===== src/sfpd_ram.sv =====
// Generic single-port-write, single-port-read RAM with registered read data.
`timescale 1ns / 1ps

module sfpd_ram #(
    parameter int WIDTH = 8,
    parameter int DEPTH = 16
) (
    input  logic                     i_clk,
    input  logic                     i_wr_en,
    input  logic [$clog2(DEPTH)-1:0] i_wr_addr,
    input  logic [WIDTH-1:0]         i_wr_data,
    input  logic                     i_rd_en,
    input  logic [$clog2(DEPTH)-1:0] i_rd_addr,
    output logic [WIDTH-1:0]         o_rd_data
);

    logic [WIDTH-1:0] r_mem [DEPTH];
    logic [WIDTH-1:0] r_rd_data;

    // Read returns the old contents on a same-address write
    always_ff @(posedge i_clk) begin
        if (i_wr_en) begin
            r_mem[i_wr_addr] <= i_wr_data;
        end
        if (i_rd_en) begin
            r_rd_data <= r_mem[i_rd_addr];
        end
    end

    assign o_rd_data = r_rd_data;

endmodule


===== config.mk =====
export PLATFORM = sky130hd
export DESIGN_NAME = sfpd_ram
export DESIGN_NICKNAME = d
export VERILOG_FILES = /design/src/sfpd_ram.sv
export SDC_FILE = /design/constraint.sdc
export NUM_CORES = 1
export LEC_CHECK = 0
export ABC_AREA = 1
export BUFFER_PORTS_ARGS = -buffer_cell sky130_fd_sc_hd__buf_4
export CORE_ASPECT_RATIO = 1.5
export CORE_MARGIN = 2
export CORE_UTILIZATION = 60
export CTS_CLUSTER_DIAMETER = 60
export DETAILED_ROUTE_END_ITERATION = 10
export PLACE_DENSITY = 0.78
export SYNTH_ARGS = -nofsm -noshare
export SYNTH_HDL_FRONTEND = slang
export SYNTH_SLANG_ARGS = --single-unit

===== constraint.sdc =====
create_clock -name i_clk -period 1.5 [get_ports i_clk]
set_input_delay 0.45 -clock i_clk [delete_from_list [all_inputs] [get_ports i_clk]]
set_output_delay 0.45 -clock i_clk [all_outputs]
set_load 0.03 [all_outputs]

==> flow_metrics.py, run 1 <==
metrics = {
    "synthesis": {
        "synthCells": 551,
        "ys_types": 11,
        "ys_ff_latch": 136,
        "synth_fp_nets": 570,
        "synth_seq_area_share": 0.698,
        "yosysWarnings": 0,
        "netlist_area_um2": 5850,
        "syn-mean-instance-area_um2": 10.6,
    },
    "power": {
        "total_power_mw": 8.72,
        "power_density_nw_per_um2": 1270,
        "irDropWorstVdd_uv": 1130,
        "p_leak_nw": 3.01,
    },
    "grt": {
        "grt_max_degree": 44,
        "gr-usage-all-layers": 0.260,
        "overflow": 0,
        "antenna_found_initial": 0,
        "grt_pass1_vias": 3942,
        "grt_pass1_wl_mm": 20.0,
    },
    "timing": {
        "rsz0062_at_grt": "no",
        "hold_viol": 0,
        "slew_viol_final": 0,
        "max-slew-margin-rel": 0.820,
        "tightest_slew_ps": 270,
        "finalWorstSetupSlack_ps": 54.1,
        "fmax_mhz": 692,
        "min_period_ps": 1450,
        "setup-violations-final": 0,
        "fin_skew_ps": 6.58,
        "fin_crit_sh": 0.964,
    },
    "critical_path": {
        "start_kind": "flip-flop",
        "critPathMaxStageDelay_ps": 400,
        "path_delay_family": "flip-flops",
        "crit_slowest_cell": "edfxtp_1",
        "path_buf_inv": 1,
        "worstPathArrival_ps": 1000,
        "path_cells": "buf_4",
        "worstPathRequired_ps": 1050,
        "criticalPathCategory": "flip-flop to output pin",
        "cp_max_fo": 1,
        "reg2regPathDepth": 6,
        "endpoint_kind": "output pin",
        "worst-path-stages": 1,
    },
    "floorplanning": {
        "std_cell_rows": 44,
        "die_area_um2": 10600,
        "chipWidth_um": 84.6,
        "coreArea_um2": 9580,
        "ios": 27,
        "die_h_um": 125,
        "start_util": 0.610,
    },
    "placement": {
        "gp_congestion": 0.872,
        "port_buffers": 26,
        "preCtsSetupSlack_ps": -218,
        "placed_area_um2": 6340,
        "dp_hpwl_mm": 8.16,
    },
    "clock_tree": {
        "cts_buffers": 17,
        "root_buffer": "clkbuf_16",
        "clockBufferDepth": 2,
        "post_cts_resized": 0,
        "cts_tree": "done",
        "h-tree-depth": 4,
        "cts_num_sinks": 136,
        "holdBufCountCts": 0,
        "clkTransAtPathRegs_ps": 60,
        "post_cts.repair.setup_buffers": 0,
        "insertion_delay_ps": 410,
    },
    "routing": {
        "via_per_inst": 5.46,
        "wl_per_cell_um": 17.5,
        "drtIter0Drc": 348,
        "drc": 0,
        "dr.pass1.iters": 5,
        "final_antenna_net_count": 0,
        "vias": 3985,
        "routed_wl_mm": 12.7,
    },
    "cells_and_area": {
        "final_area_um2": 6890,
        "drive_gt1_frac": 0.135,
        "nets": 621,
        "synthToLayoutAreaGrowth_pct": 17.9,
        "layout_commonest_cell": "nand2_1",
        "n_fill_cell": 649,
        "diodes": 0,
        "layout_common_cells": "173 x nand2_1, 136 x edfxtp_1, 100 x inv_1",
        "utilization": 0.719,
    },
    "status": {
        "status": "completed",
    },
    "flow_run": {
        "maxCapViolCount": 0,
    },
    "min_path": {
        "hold_path_depth": 1,
        "hold_path_class": "primary input to flip-flop",
    },
}
## cell families (layout without fill, tap and decap cells)
group         Yosys count  after routing  synth area share
buf+inv               126            190            0.0939
flops                 136            136             0.698
simple gates          289            289             0.208
## power breakdown
part	internal, mW	total [mW]	switching (mW)	leakage [nW]
Combinational	0.213	0.620	0.407	1.51
Sequential	4.29	4.31	0.0226	1.24
Clock	2.41	3.80	1.39	0.263
Total	6.91	8.72	1.82	3.01
## routing by layer
layer,global-route usage,part of all wire
met5,0,0
met4,0.165,0.060
met3,0.0729,0.072
met2,0.421,0.50
met1,0.301,0.37
## path summary, 6_finish.rpt
path	start	to	slack [ps]
max	o_rd_data[4]	o_rd_data[4]	50
min	i_rd_en	o_rd_data[7]	340
max reg2reg	r_mem[7][1]	o_rd_data[1]	270
min reg2reg	r_mem[15][0]	o_rd_data[0]	760
## flip-flops by register name, summed over array words and instances, names as in the netlist
signal / count
o_rd_data: 8
r_mem: 128
## synth_stat cells (all sizes together)
cell type	instances	share of area
edfxtp	136	0.70
nand3	97	0.083
nor2	17	0.011
nand3b	2	0.0026
nand2	173	0.11
buf	24	0.028
inv	102	0.065
## cell type report
| type | instances | area, um^2 | area share |
|---|---|---|---|
| clock buffers | 21 | 440 | 0.0639 |
| flip-flops and latches | 136 | 4080 | 0.593 |
| inverters | 102 | 383 | 0.0556 |
| well taps | 115 | 144 | 0.0209 |
| multi-input cells | 289 | 1210 | 0.176 |
| clock inverters | 11 | 106 | 0.0154 |
| repair buffers | 56 | 520 | 0.0755 |
## per-stage QoR
step | hold WS (ps) | instances | setup TNS [ps]
finish | 341 | 730 | 0
global route | 328 | 730 | 0
CTS | 332 | 730 | 0
detailed placement | 739 | 698 | -1180
global placement | 718 | 698 | -884
floorplan | 549 | 551 | 0
Power figures use the tool's default switching activity.
==> inputs of run 2 (changes only) <==
- RECOVER_POWER: not set -> 50
==> run 2 against run 1 <==
  * Sequential share of layout area up 0.36 points
  * Total power about the same
  * Maximum frequency up 0.73%
  * First-iteration DRC count up 7.5%
  * Register-to-register slack about the same
  * Non-clock buffer count unchanged
  * Critical path depth unchanged
  * Clock skew down 0.50 ps
  * Combinational power down 2%
  * Cell count unchanged
  * Clock power about the same
  * Die area unchanged
  * Critical path type unchanged
==> flow_metrics.py, run 2 (synthesized netlist as in run 1, its figures left out) <==
metrics = {
    "status": {
        "status": "completed",
    },
    "power": {
        "p_switching_mw": 1.82,
        "p_leak_nw": 2.97,
        "p_clk_frac": 0.436,
        "p_sw_frac": 0.209,
        "combPwrFrac": 0.070,
        "power_density_nw_per_um2": 1270,
        "p_int_mw": 6.90,
        "irDropWorstVdd_uv": 1140,
        "power.share.sequential": 0.494,
    },
    "floorplanning": {
        "ios": 27,
        "chipWidth_um": 84.6,
        "coreArea_um2": 9580,
        "std_cell_rows": 44,
        "start_util": 0.610,
        "die_area_um2": 10600,
        "die_h_um": 125,
    },
    "timing": {
        "fmax_mhz": 697,
        "tightest_slew_ps": 878,
        "fin_skew_ps": 6.08,
        "max-slew-margin-rel": 0.415,
        "tns_ps": 0,
        "hold_viol": 0,
        "rsz0062_at_grt": "no",
        "slew_viol_final": 0,
        "setup-violations-final": 0,
        "finalWorstSetupSlack_ps": 64.6,
        "min_period_ps": 1440,
        "fin_crit_sh": 0.957,
    },
    "critical_path": {
        "worstPathArrival_ps": 990,
        "path_delay_family": "flip-flops",
        "worst-path-stages": 1,
        "cp_max_fo": 1,
        "path_buf_inv": 1,
        "start_kind": "flip-flop",
        "endpoint_kind": "output pin",
        "path_cells": "buf_4",
        "critPathMaxStageDelay_ps": 390,
        "worstPathRequired_ps": 1050,
        "reg2regPathDepth": 6,
        "crit_slowest_cell": "edfxtp_1",
        "criticalPathCategory": "flip-flop to output pin",
    },
    "cells_and_area": {
        "layout_commonest_cell": "nand2_1",
        "nets": 621,
        "top_register": "r_mem",
        "largest_register_ffs": 128,
        "synthToLayoutAreaGrowth_pct": 17.2,
        "diodes": 0,
        "layout_common_cells": "173 x nand2_1, 136 x edfxtp_1, 100 x inv_1",
        "drive_gt1_frac": 0.117,
    },
    "clock_tree": {
        "cts_tree": "done",
        "h-tree-depth": 4,
        "cts_num_sinks": 136,
        "post_cts.repair.setup_buffers": 0,
        "clockBufferDepth": 2,
        "clkTransAtPathRegs_ps": 50,
        "root_buffer": "clkbuf_16",
        "holdBufCountCts": 0,
        "cts_buffers": 17,
        "post_cts_resized": 0,
        "insertion_delay_ps": 410,
    },
    "grt": {
        "antenna_found_initial": 0,
        "grt_max_degree": 44,
        "grt_pass1_wl_mm": 20.0,
        "use_met1": 0.301,
        "met3_usage": 0.0729,
        "gr-max-usage-layer": "met2",
        "overflow": 0,
        "grt_pass1_vias": 3942,
        "gr-usage-all-layers": 0.260,
        "use_met2": 0.421,
    },
    "routing": {
        "wl_per_cell_um": 17.5,
        "routed_wl_mm": 12.8,
        "drc": 0,
        "final_antenna_net_count": 0,
        "via_per_inst": 5.45,
        "vias": 3977,
        "dr.pass1.iters": 5,
        "drtIter0Drc": 374,
    },
    "min_path": {
        "hold_path_class": "primary input to flip-flop",
        "hold_path_depth": 3,
    },
    "placement": {
        "port_buffers": 26,
        "dp_hpwl_mm": 8.16,
        "preCtsSetupSlack_ps": -218,
        "gp_congestion": 0.872,
    },
    "flow_run": {
        "maxCapViolCount": 0,
    },
}
==> run 2: changes by cell type in the layout (fill, tap and decap cells not counted), sizes merged <==
cell | before | now
clkbuf | 21 | 32
buf | 56 | 45
==> run 2: stage by stage <==
stage | power, mW | area, um^2 | util | cells | hold slack [ps]
after floorplan | 4.72 | 5850 | - | 551 | 549
after global placement | 4.97 | 6340 | 0.662 | 698 | 718
after detailed placement | 4.99 | 6340 | 0.662 | 698 | 739
after CTS | 8.75 | 6890 | 0.719 | 730 | 332
after global routing | 8.99 | 6850 | 0.715 | 730 | 438
final | 8.72 | 6850 | 0.715 | 730 | 436
==> run 2: routing by layer <==
metal / part of all wire / up-vias
li1: - / 1883
met1: 0.37 / 1864
met2: 0.51 / 187
met3: 0.072 / 43
met4: 0.054 / 0
met5: 0 / -
==> run 2: worst paths after layout <==
path,startpoint,endpoint,slack [ps]
hold reg to reg,r_mem[14][0],o_rd_data[0],760
hold / removal,i_rd_addr[3],o_rd_data[0],440
setup / recovery,o_rd_data[4],o_rd_data[4],60
setup reg to reg,r_mem[6][1],o_rd_data[1],280
==> run 2: layout make-up <==
type / instances / area, um^2
clock buffer: 21 / 440
clock inverter: 11 / 106
fill: 658 / 2730
inverter: 102 / 383
multi-input combinational: 289 / 1210
sequential: 136 / 4080
tap: 115 / 144
timing repair buffer: 56 / 479
==> run 2: power groups by stage <==
stage	clock network, mW	logic, mW	registers [mW]
final	3.80	0.606	4.31
after CTS	3.82	0.616	4.31
after floorplan	0	0.300	4.42
after global routing	4.01	0.659	4.31
after detailed placement	0	0.610	4.38
after global placement	0	0.592	4.38
