**src/sfpd_pkg.sv**
```systemverilog
// Shared constants, register codes and transaction types of the feedback peak detector.
`timescale 1ns / 1ps

package sfpd_pkg;

    // Geometry
    localparam int NUM_BINS  = 513;
    localparam int MAG_W     = 24;
    localparam int BIN_W     = 10;
    localparam int HALF_SPAN = 5;
    localparam int WIN_LEN   = 2 * HALF_SPAN + 1;

    // Derived widths
    localparam int CNT_W   = $clog2(WIN_LEN);
    localparam int SUM_W   = MAG_W + CNT_W;
    localparam int DRN_W   = $clog2(HALF_SPAN + 1);
    localparam int PST_W   = 8;
    localparam int PST_AW  = $clog2(NUM_BINS);
    localparam int FILL_W  = $clog2(NUM_BINS + 1);
    localparam int RATIO_W = 16;
    localparam int Q_SHIFT = 8;
    localparam int MC_W    = MAG_W + CNT_W;
    localparam int LHS_W   = MC_W + Q_SHIFT;
    localparam int PROD_W  = RATIO_W + SUM_W;

    // APB port
    localparam int APB_AW = 4;
    localparam int APB_DW = 32;

    // Register reset values
    localparam logic [BIN_W-1:0]   LOWEST_RST  = 10'd5;
    localparam logic [BIN_W-1:0]   HIGHEST_RST = 10'd170;
    localparam logic [RATIO_W-1:0] RATIO_RST   = 16'd512;
    localparam logic [PST_W-1:0]   CONFIRM_RST = 8'd3;

    // Register map, word index
    typedef enum logic [1:0] {
        REG_LOWEST_BIN,
        REG_HIGHEST_BIN,
        REG_RATIO,
        REG_CONFIRM
    } t_reg_idx;

    // One bin ready for the threshold test, taken from the window center
    typedef struct packed {
        logic [BIN_W-1:0] bin;
        logic [MAG_W-1:0] mag;
        logic [SUM_W-1:0] sum;
        logic [CNT_W-1:0] count;
        logic             peak;
        logic             last;
    } t_token;

    // One result transaction
    typedef struct packed {
        logic [BIN_W-1:0] bin_index;
        logic [MAG_W-1:0] bin_magnitude;
        logic [PST_W-1:0] persistence;
        logic             local_peak;
        logic             confirmed;
        logic             newly_confirmed;
        logic             last_of_frame;
    } t_result;

endpackage

```
**src/sfpd_window.sv**
```systemverilog
// Eleven-bin magnitude window: shift line, surround sum, frame drain and center token.
`timescale 1ns / 1ps

module sfpd_window (
    input  logic                   i_clk,
    input  logic                   i_rst_n,
    input  logic                   i_valid,
    output logic                   o_ready,
    input  logic [sfpd_pkg::MAG_W-1:0] i_magnitude,
    input  logic                   i_frame_end,
    output logic                   o_tok_valid,
    input  logic                   i_tok_ready,
    output sfpd_pkg::t_token       o_tok
);
    import sfpd_pkg::*;

    logic [MAG_W-1:0]   r_tap [WIN_LEN];
    logic [MAG_W-1:0]   n_tap [WIN_LEN];
    logic [WIN_LEN-1:0] r_vld, n_vld;
    logic [SUM_W-1:0]   r_tot, n_tot;
    logic [BIN_W-1:0]   r_next, n_next;
    logic [BIN_W-1:0]   r_ctr, n_ctr;
    logic [DRN_W-1:0]   r_drain, n_drain;
    logic               r_done, n_done;

    logic             pend, free, accept, hole, shift, fin, new_frame;
    logic [MAG_W-1:0] in_mag, drop;
    logic [CNT_W-1:0] count;

    // Handshake: center tap must be issued before the line moves
    always_comb begin
        pend      = r_vld[HALF_SPAN] && !r_done;
        free      = !pend || i_tok_ready;
        o_ready   = (r_drain == '0) && free;
        accept    = i_valid && o_ready;
        hole      = (r_drain != '0) && free;
        shift     = accept || hole;
        fin       = i_frame_end || (r_next >= BIN_W'(NUM_BINS - 1));
        new_frame = accept && (r_next == '0);
        in_mag    = accept ? i_magnitude : '0;
        drop      = r_vld[WIN_LEN-1] ? r_tap[WIN_LEN-1] : '0;
    end

    // Next state of the shift line and frame counters
    always_comb begin
        n_tap   = r_tap;
        n_vld   = r_vld;
        n_tot   = r_tot;
        n_ctr   = r_ctr;
        n_done  = r_done;
        n_next  = r_next;
        n_drain = r_drain;

        if (shift) begin
            n_tap[0] = in_mag;
            for (int k = 1; k < WIN_LEN; k++) begin
                n_tap[k] = r_tap[k-1];
            end
            if (new_frame) begin
                // bins of the previous frame leave the surround
                n_vld = {{(WIN_LEN-1){1'b0}}, 1'b1};
                n_tot = SUM_W'(i_magnitude);
            end else begin
                n_vld = {r_vld[WIN_LEN-2:0], accept};
                n_tot = r_tot + SUM_W'(in_mag) - SUM_W'(drop);
            end
            n_ctr  = r_vld[HALF_SPAN] ? r_ctr + BIN_W'(1) : '0;
            n_done = 1'b0;
        end else if (pend && i_tok_ready) begin
            n_done = 1'b1;
        end

        if (accept) begin
            n_next  = fin ? '0 : r_next + BIN_W'(1);
            n_drain = fin ? DRN_W'(HALF_SPAN) : '0;
        end else if (hole) begin
            n_drain = r_drain - DRN_W'(1);
        end
    end

    // Control state
    always_ff @(posedge i_clk) begin
        if (!i_rst_n) begin
            r_vld   <= '0;
            r_next  <= '0;
            r_drain <= '0;
            r_done  <= 1'b0;
        end else begin
            r_vld   <= n_vld;
            r_next  <= n_next;
            r_drain <= n_drain;
            r_done  <= n_done;
        end
    end

    // Payload
    always_ff @(posedge i_clk) begin
        r_tap <= n_tap;
        r_tot <= n_tot;
        r_ctr <= n_ctr;
    end

    // Number of surround bins inside the frame
    always_comb begin
        count = '0;
        for (int k = 0; k < WIN_LEN; k++) begin
            if (k != HALF_SPAN) begin
                count = count + CNT_W'(r_vld[k]);
            end
        end
    end

    // Center token; a missing neighbor skips its comparison
    always_comb begin
        o_tok_valid = pend;
        o_tok.bin   = r_ctr;
        o_tok.mag   = r_tap[HALF_SPAN];
        o_tok.sum   = r_tot - SUM_W'(r_tap[HALF_SPAN]);
        o_tok.count = count;
        o_tok.peak  = (!r_vld[HALF_SPAN+1] || (r_tap[HALF_SPAN] > r_tap[HALF_SPAN+1]))
                   && (!r_vld[HALF_SPAN-1] || (r_tap[HALF_SPAN] > r_tap[HALF_SPAN-1]));
        o_tok.last  = !r_vld[HALF_SPAN-1];
    end

endmodule

```
**config.mk**
```make
export PLATFORM = sky130hd
export DESIGN_NAME = sfpd_window
export DESIGN_NICKNAME = d
export VERILOG_FILES = /design/src/sfpd_pkg.sv /design/src/sfpd_window.sv
export SDC_FILE = /design/constraint.sdc
export NUM_CORES = 1
export LEC_CHECK = 0
export CAP_MARGIN = 20
export CORE_ASPECT_RATIO = 1.25
export CORE_UTILIZATION = 55
export CTS_BUF_LIST = sky130_fd_sc_hd__clkbuf_8
export CTS_CLUSTER_SIZE = 24
export DETAILED_ROUTE_END_ITERATION = 12
export DONT_BUFFER_PORTS = 1
export GPL_ROUTABILITY_DRIVEN = 0
export MAX_ROUTING_LAYER = met4
export PLACE_DENSITY_LB_ADDON = 0.3
export SETUP_SLACK_MARGIN = 0.02
export SLEW_MARGIN = 30
export SYNTH_ARGS = -nofsm -noshare
export SYNTH_HDL_FRONTEND = slang
export SYNTH_SLANG_ARGS = --single-unit
```
**constraint.sdc**
```tcl
create_clock -name i_clk -period 11.45 [get_ports i_clk]
set_clock_uncertainty 0.15 [all_clocks]
set_input_delay 0.5725 -clock i_clk [delete_from_list [all_inputs] [get_ports i_clk]]
set_output_delay 0.5725 -clock i_clk [all_outputs]
set_load 0.01 [all_outputs]
```
==> results of run 1 <==
==> metal layers <==
| metal | routed length [um] | vias to the layer above |
|---|---|---|
| met2 | 15000 | 240 |
| met5 | 0 | - |
| met3 | 1870 | 67 |
| met1 | 12800 | 4544 |
| li1 | - | 4532 |
| met4 | 1250 | 0 |
==> cell usage after synthesis, drive strengths merged (16+ instances only) <==
| master | instances |
|---|---|
| a21o | 47 |
| a21oi | 58 |
| and2 | 37 |
| buf | 32 |
| dfxtp | 25 |
| edfxtp | 302 |
| fa | 31 |
| ha | 109 |
| inv | 202 |
| nand2 | 92 |
| nand3 | 31 |
| nand4 | 16 |
| nor2 | 46 |
| nor2b | 17 |
| o21ai | 46 |
| xnor2 | 40 |
| xor2 | 22 |
==> cell families (layout without fill, tap and decap cells) <==
kind of cell	Yosys count	after routing	share of synthesized area
DFF	327	327	0.595
and+or+nand+nor	286	286	0.0875
adders and majority gates	140	140	0.123
AOI/OAI and AO/OA	227	227	0.0956
xor gates and xnor gates	62	62	0.0337
muxes	2	2	0.00132
buffers and inverters	248	302	0.0640
==> how the worst min path moves through the flow <==
stage	endpoint	slack (ns)	cells after the start
final	r_tot[19]	0.03	2
after global routing	r_tot[0]	0.02	2
after CTS	r_tot[11]	0.002	2
after detailed placement	r_tap[152]	0.25	0
after global placement	r_tap[26]	0.25	0
after floorplan	r_tap[0]	0.25	0
==> sequential cells by signal (all words and copies together) (netlist names) <==
register	count
r_tot	28
r_next	10
r_done	1
o_tok	24
r_drain	3
r_ctr	10
r_vld	11
r_tap	240
==> what timing repair did <==
| item | in CTS | in global routing |
|---|---|---|
| hold endpoints to repair | 20 | 0 |
| hold buffers | 5 | 0 |
| buffers inserted | 0 | 0 |
==> worst reg2reg max path, delay by kind of cell (launching register included) <==
family	cells	cell delay (ns)
and+or+nand+nor	5	1.45
AOI/OAI and AO/OA	5	1.49
DFF	1	0.32
adders and majority gates	3	1.15
buffers and inverters	2	0.15
xor gates and xnor gates	1	0.15
==> metrics by stage <==
stage	instance area, sq um	worst slack (ns)	hold WS (ns)	utilization	cells
CTS	17300	6.30	0.00212	0.605	1736
finish	17300	6.32	0.0309	0.606	1736
global placement	16300	6.49	0.252	0.572	1638
floorplan	16100	6.53	0.250	-	1292
detailed placement	16300	6.31	0.255	0.572	1638
global route	17300	5.82	0.0160	0.606	1736
==> area by class of cell <==
cell class | instances | area share
clock inverters | 42 | 0.0119
multi-input cells | 717 | 0.318
inverters | 202 | 0.0445
repair buffers | 7 | 0.00398
well taps | 390 | 0.0282
flip-flops and latches | 327 | 0.553
clock buffers | 51 | 0.0406
==> results.md, run 1 <==
* Grt peak-use layer: met2
* Post-DP HPWL at 21600 um
* Number of H-tree levels at 2
* Tmin final at ~5 ns
* Hold Fails Final Rpt at 0
* Area leader, netlist: sky130_fd_sc_hd__edfxtp_1
* Number of global-route vias before repair at around 9500
* Synth unique cells at 64
* Top cells by area, synth: sky130_fd_sc_hd__edfxtp_1 56%, sky130_fd_sc_hd__ha_1 8.5%, sky130_fd_sc_hd__inv_1 4.7%
* Max-slew headroom at 0.407
* Area of the multi-input gates at about 5500 sq um
* Critical path origin: r_drain[0]
* Inserted Diodes at 0
* Endpoint of the lowest-slack register-to-register path: r_tot[22]
* Synth Net Count at ~1500
* Cell with the largest stage delay on the worst path: sky130_fd_sc_hd__and3_2
* Crit path depth at 16
* Fill cells at approximately 2300
* GR Layer Usage met2 at 0.352
* Number of flops mapped to enable cells by yosys at about 300
* Worst-case reg-to-reg path depth at 16
* Top FF cell, synth: sky130_fd_sc_hd__edfxtp_1
* Gr usage total at 0.220
* Initial cell density of the core at 0.563
* Clock buffer count from CTS at 51
* Crit-path cells: inv_1, ha_1, nor2b_1, and3_2, nand2_1, fa_1, inv_1, fa_1, a211oi_1, nor2_1, o31ai_1, o211ai_1, a31oi_1, nor2_1, xnor2_1, a21oi_1
* Clock tree from TritonCTS: done
* GR Util met1 at 0.268
* Final setup violation count at 0
* Sum Neg Setup Slack at 0 ns
* Longest individual stage delay on the worst path at between 0.7 and 0.8 ns
* Yosys top cell area share at 0.563
* Clock tree root buffer cell: sky130_fd_sc_hd__clkbuf_8
* Crit share post-route at 0.448
* Count of nets after finishing at between 1000 and 1500
* Crit Path Category: reg -> reg
* Hold WC Path Type: in -> reg
* Result of the run: completed
* Worst-path clk slew at 0.07 ns
* Post-cts repair resize count at 0
* Post-synth ARST share at 0
* Port bufs at 0
* Register area share after synthesis at 0.595
* RR Startpoint: r_drain[0]
* Routed wire length at 31000 um
* Arrival @ worst endpoint at ~5.3 ns
* Layout cells sized above 1 at 0.0691
* Buffers & Inverters on Critical Path at 2
* CTS max path bufs at 3
* Most frequent standard cell in the layout excluding fill and tap cells: sky130_fd_sc_hd__edfxtp_1
* Final max-slew violation count at 0
* Router iterations before antenna repair at 5
* Critical Path RT at roughly 12 ns
* # rows at slightly below 70
* Final antenna-violating net count at 0
* Via density per instance at between 5 and 6
* Total area of sequential cells at 9570 sq um
* Global-route wire length before repair at just under 50000 um
* Met3 track utilization from global routing at 0.0495
* Maximum number of pins on one net before global-route repair at around 160
* Die Footprint at 30000 sq um
* Floorplan Core Area at roughly 29000 sq um
* Clock latency on the worst-skew pair at slightly below 0.6 ns
* Total number of vias at roughly 9400
* Synthesized netlist cell count at between 1000 and 1500
* Commonest cells after routing, fill and taps aside: 302 x sky130_fd_sc_hd__edfxtp_1, 213 x sky130_fd_sc_hd__inv_1, 109 x sky130_fd_sc_hd__ha_1, 91 x sky130_fd_sc_hd__nand2_1, 55 x sky130_fd_sc_hd__a21oi_1
* Crit path max-delay family: compound AO/OA/AOI/OAI gates
* Starting DRT DRC Count at 760
* Total I/O pin count at just under 100
* Syn avg cell area at 12.5 sq um
* FF+latch count, synth at around 330
* Worst-Margin Slew at between 0.8 and 0.9 ns
* Worst setup path endpoint: r_tot[22]
* Reg-to-reg setup timing slack at 6.32 ns
* Max-cap violations at 0
* CP max FO at 35
* Die span in y at roughly 190 um
* Element type at the critical path end: register
* Crit path launch type: register
* Grt total ovfl at 0
* Setup repair after global routing missed its margin: no
* Netlist area before placement at 16100 sq um
* Clock sink total at between 300 and 400
* Wire length per cell after detailed routing at roughly 18 um
* F_max at 0.195 GHz
* Synthesis-to-finish area growth at 7.53%
* Number of remaining DRC errors at 0
* Total number of yosys warnings at 0
* Number of antenna violations at the first check in global routing at 0
* Hold_sp: i_magnitude[19]
* Chip Width at approximately 160 um
Power of run 1 is not shown: default switching activity piles up to over one toggle a cycle in this logic, so the estimate is an artifact.
==> run 2, diff against run 1 <==
ABC_AREA = 1   (was not set)
clock period = 4.5 ns   (was 11.45 ns; I/O delays follow)
==> results.md, run 2 <==
* Clock tree root buffer cell: sky130_fd_sc_hd__clkbuf_8
* Reg-to-reg setup timing slack at around 0.5 ns
* Global-route wire length before repair at around 62000 um
* Crit path depth at 18
* Post-synth ARST share at 0
* Total I/O pin count at 99
* Commonest cells after routing, fill and taps aside: 429 x sky130_fd_sc_hd__nand2_1, 402 x sky130_fd_sc_hd__inv_1, 302 x sky130_fd_sc_hd__edfxtp_1, 108 x sky130_fd_sc_hd__ha_1, 98 x sky130_fd_sc_hd__nor2_1
* Arrival @ worst endpoint at 4.18 ns
* Wire length per cell after detailed routing at between 15 and 20 um
* Most frequent standard cell in the layout excluding fill and tap cells: sky130_fd_sc_hd__nand2_1
* Number of global-route vias before repair at 12100
* Number of antenna violations at the first check in global routing at 2
* Result of the run: completed
* Simple logic cell fraction of the synthesized area at 0.169
* Top FF cell, synth: sky130_fd_sc_hd__edfxtp_1
* Clock tree from TritonCTS: done
* Via density per instance at 5.28
* Setup repair bufs after CTS at 0
* Worst-case hold slack at 0.239 ns
* Buffers & Inverters on Critical Path at 3
* Synthesis-to-finish area growth at 9.76%
* Area leader, netlist: sky130_fd_sc_hd__edfxtp_1
* Maximum number of pins on one net before global-route repair at between 150 and 200
* Cell type with the highest occurrence count on the critical path: sky130_fd_sc_hd__nand2_1
* Die span in y at 200 um
* Gr usage total at 0.258
* Most used standard cell by instance count after synthesis: sky130_fd_sc_hd__nand2_1
* Critical Path RT at 4.69 ns
* Netlist area before placement at between 15000 and 20000 sq um
* Clock sink total at approximately 330
* Hold WC Path Type: in -> reg
* Worst-path clk slew at around 0.070 ns
* CTS max path bufs at 3
* Synth unique cells at slightly above 40
* Portion of netlist area occupied by mux cells at 0
* GR Layer Usage met2 at 0.423
* Syn avg cell area at 9.75 sq um
* Grt total ovfl at 0
* Crit share post-route at 0.887
* Register area share after synthesis at 0.553
* Hold Fails Final Rpt at 0
* Most numerous cell types in the synthesized netlist: 431 x sky130_fd_sc_hd__nand2_1, 394 x sky130_fd_sc_hd__inv_1, 302 x sky130_fd_sc_hd__edfxtp_1, 109 x sky130_fd_sc_hd__ha_1, 98 x sky130_fd_sc_hd__nor2_1
* Fill cells at roughly 2600
* Met3 track utilization from global routing at 0.0478
* Grt peak-use layer: met2
* Crit path launch type: register
* Starting DRT DRC Count at around 1100
* Setup repair after global routing missed its margin: no
* Main combinational cell family by area after synthesis: simple AND/OR/NAND/NOR gates
* Yosys top cell area share at 0.524
* Worst-case reg-to-reg path depth at 18
* Synth Net Count at slightly below 2000
* Max FFs per register at 240
* Longest individual stage delay on the worst path at 0.55 ns
* CP max FO at 22
* Crit path max-delay family: simple AND/OR/NAND/NOR gates
* # rows at roughly 70
* Final setup violation count at 0
* Post-DP HPWL at ~29000 um
* Port bufs at 0
* Synthesized netlist cell count at between 1500 and 2000
* Router iterations before antenna repair at 7
* Final max-slew violation count at 0
* Hold-fix buffer count after cts at 32
* Top cells by area, synth: sky130_fd_sc_hd__edfxtp_1 52%, sky130_fd_sc_hd__nand2_1 9.3%, sky130_fd_sc_hd__inv_1 8.5%
* Number of remaining DRC errors at 0
* Total number of vias at 12000
* Final Core Density at 0.613
* Clock latency on the worst-skew pair at ~0.59 ns
* Xor and xnor area share after synthesis at 0.0152
* Total number of yosys warnings at 0
* Max-cap violations at 0
* Crit-path cells: inv_2, nor2_4, nand2_2, nand3_2, inv_2, nand2_1, fa_1, inv_1, ha_1, nand2_1, nor2_1, nand3_1, nand3b_1, nand2_1, nand2_1, nand2_1, nand3_1, nand2_1
* GR Util met1 at 0.306
* Clock buffer count from CTS at 51
* Floorplan Core Area at between 30000 and 40000 sq um
* Tmin final at approximately 4 ns
* Fraction of the mapped netlist area in adder cells at 0.115
* Number of flops mapped to enable cells by yosys at approximately 300
* Largest Register: r_tap
* Count of nets after finishing at ~2000
* Number of H-tree levels at 2
* Crit Path Category: reg -> reg
* Max-slew headroom at 0.410
* Share of the synthesized area in compound gates (AO/OA/AOI/OAI) at 0.0465
* Initial cell density of the core at 0.559
* Routed wire length at 39200 um
* Element type at the critical path end: register
* Layout cells sized above 1 at 0.0562
* Final antenna-violating net count at 0
* Worst-Margin Slew at 0.885 ns
* Cell with the largest stage delay on the worst path: sky130_fd_sc_hd__fa_1
* FF+latch count, synth at around 330
* Chip Width at roughly 160 um
* F_max at about 0.25 GHz
* Die Footprint at 32200 sq um
* Post-cts repair resize count at 0
* Worst hold path stage count at 3
==> run 2: cells by family after synthesis <==
family | count (synthesis)
and+or+nand+nor | 692
buffers and inverters | 438
DFF | 327
AOI/OAI and AO/OA | 149
adders and majority gates | 140
xor gates and xnor gates | 30
==> run 2: worst paths after layout <==
path,startpoint,to
worst max register to register,r_vld[5],r_tot[17]
worst min register to register,r_tap[183],r_tap[159]
worst min-delay path,i_tok_ready,r_done
worst max-delay path,r_vld[5],r_tot[17]
==> run 2: worst register-to-register path, stage by stage, from the launching register on <==
cell and delay [ns]:
sky130_fd_sc_hd__dfxtp_1 0.42, sky130_fd_sc_hd__inv_2 0.16, sky130_fd_sc_hd__nor2_4 0.06, sky130_fd_sc_hd__nand2_2 0.11, sky130_fd_sc_hd__nand3_2 0.10, sky130_fd_sc_hd__inv_2 0.34
sky130_fd_sc_hd__nand2_1 0.21, sky130_fd_sc_hd__fa_1 0.55, sky130_fd_sc_hd__inv_1 0.04, sky130_fd_sc_hd__ha_1 0.34, sky130_fd_sc_hd__nand2_1 0.11, sky130_fd_sc_hd__nor2_1 0.33
sky130_fd_sc_hd__nand3_1 0.13, sky130_fd_sc_hd__nand3b_1 0.22, sky130_fd_sc_hd__nand2_1 0.15, sky130_fd_sc_hd__nand2_1 0.10, sky130_fd_sc_hd__nand2_1 0.07, sky130_fd_sc_hd__nand3_1 0.08
sky130_fd_sc_hd__nand2_1 0.07
==> run 2: routing by layer <==
| layer | share of wire | routed length, um | vias to the layer above |
|---|---|---|---|
| met1 | 0.41 | 16100 | 5659 |
| met3 | 0.060 | 2370 | 134 |
| met2 | 0.48 | 18900 | 418 |
| met5 | 0 | 0 | - |
| li1 | - | - | 5815 |
| met4 | 0.047 | 1830 | 0 |
==> run 2: stage by stage <==
step,setup WS (ns),TNS (ns),cell area [sq um],instances
CTS,0.548,0,19000,2272
floorplan,-1.42,-429.98,17300,1776
global placement,0.663,0,17600,2150
finish,0.510,0,19000,2276
global route,0.325,0,19000,2276
detailed placement,0.590,0,17600,2150
==> run 2: layout make-up <==
class	instances	area [sq um]	area share
sequential	327	9570	0.504
multi-input combinational	1011	6010	0.316
inverter	399	1500	0.0790
clock buffer	53	729	0.0384
tap	407	509	0.0268
timing repair buffer	40	413	0.0217
clock inverter	37	267	0.0140
antenna	2	5.00	0.000263
Power of run 2 is left out for the same reason.
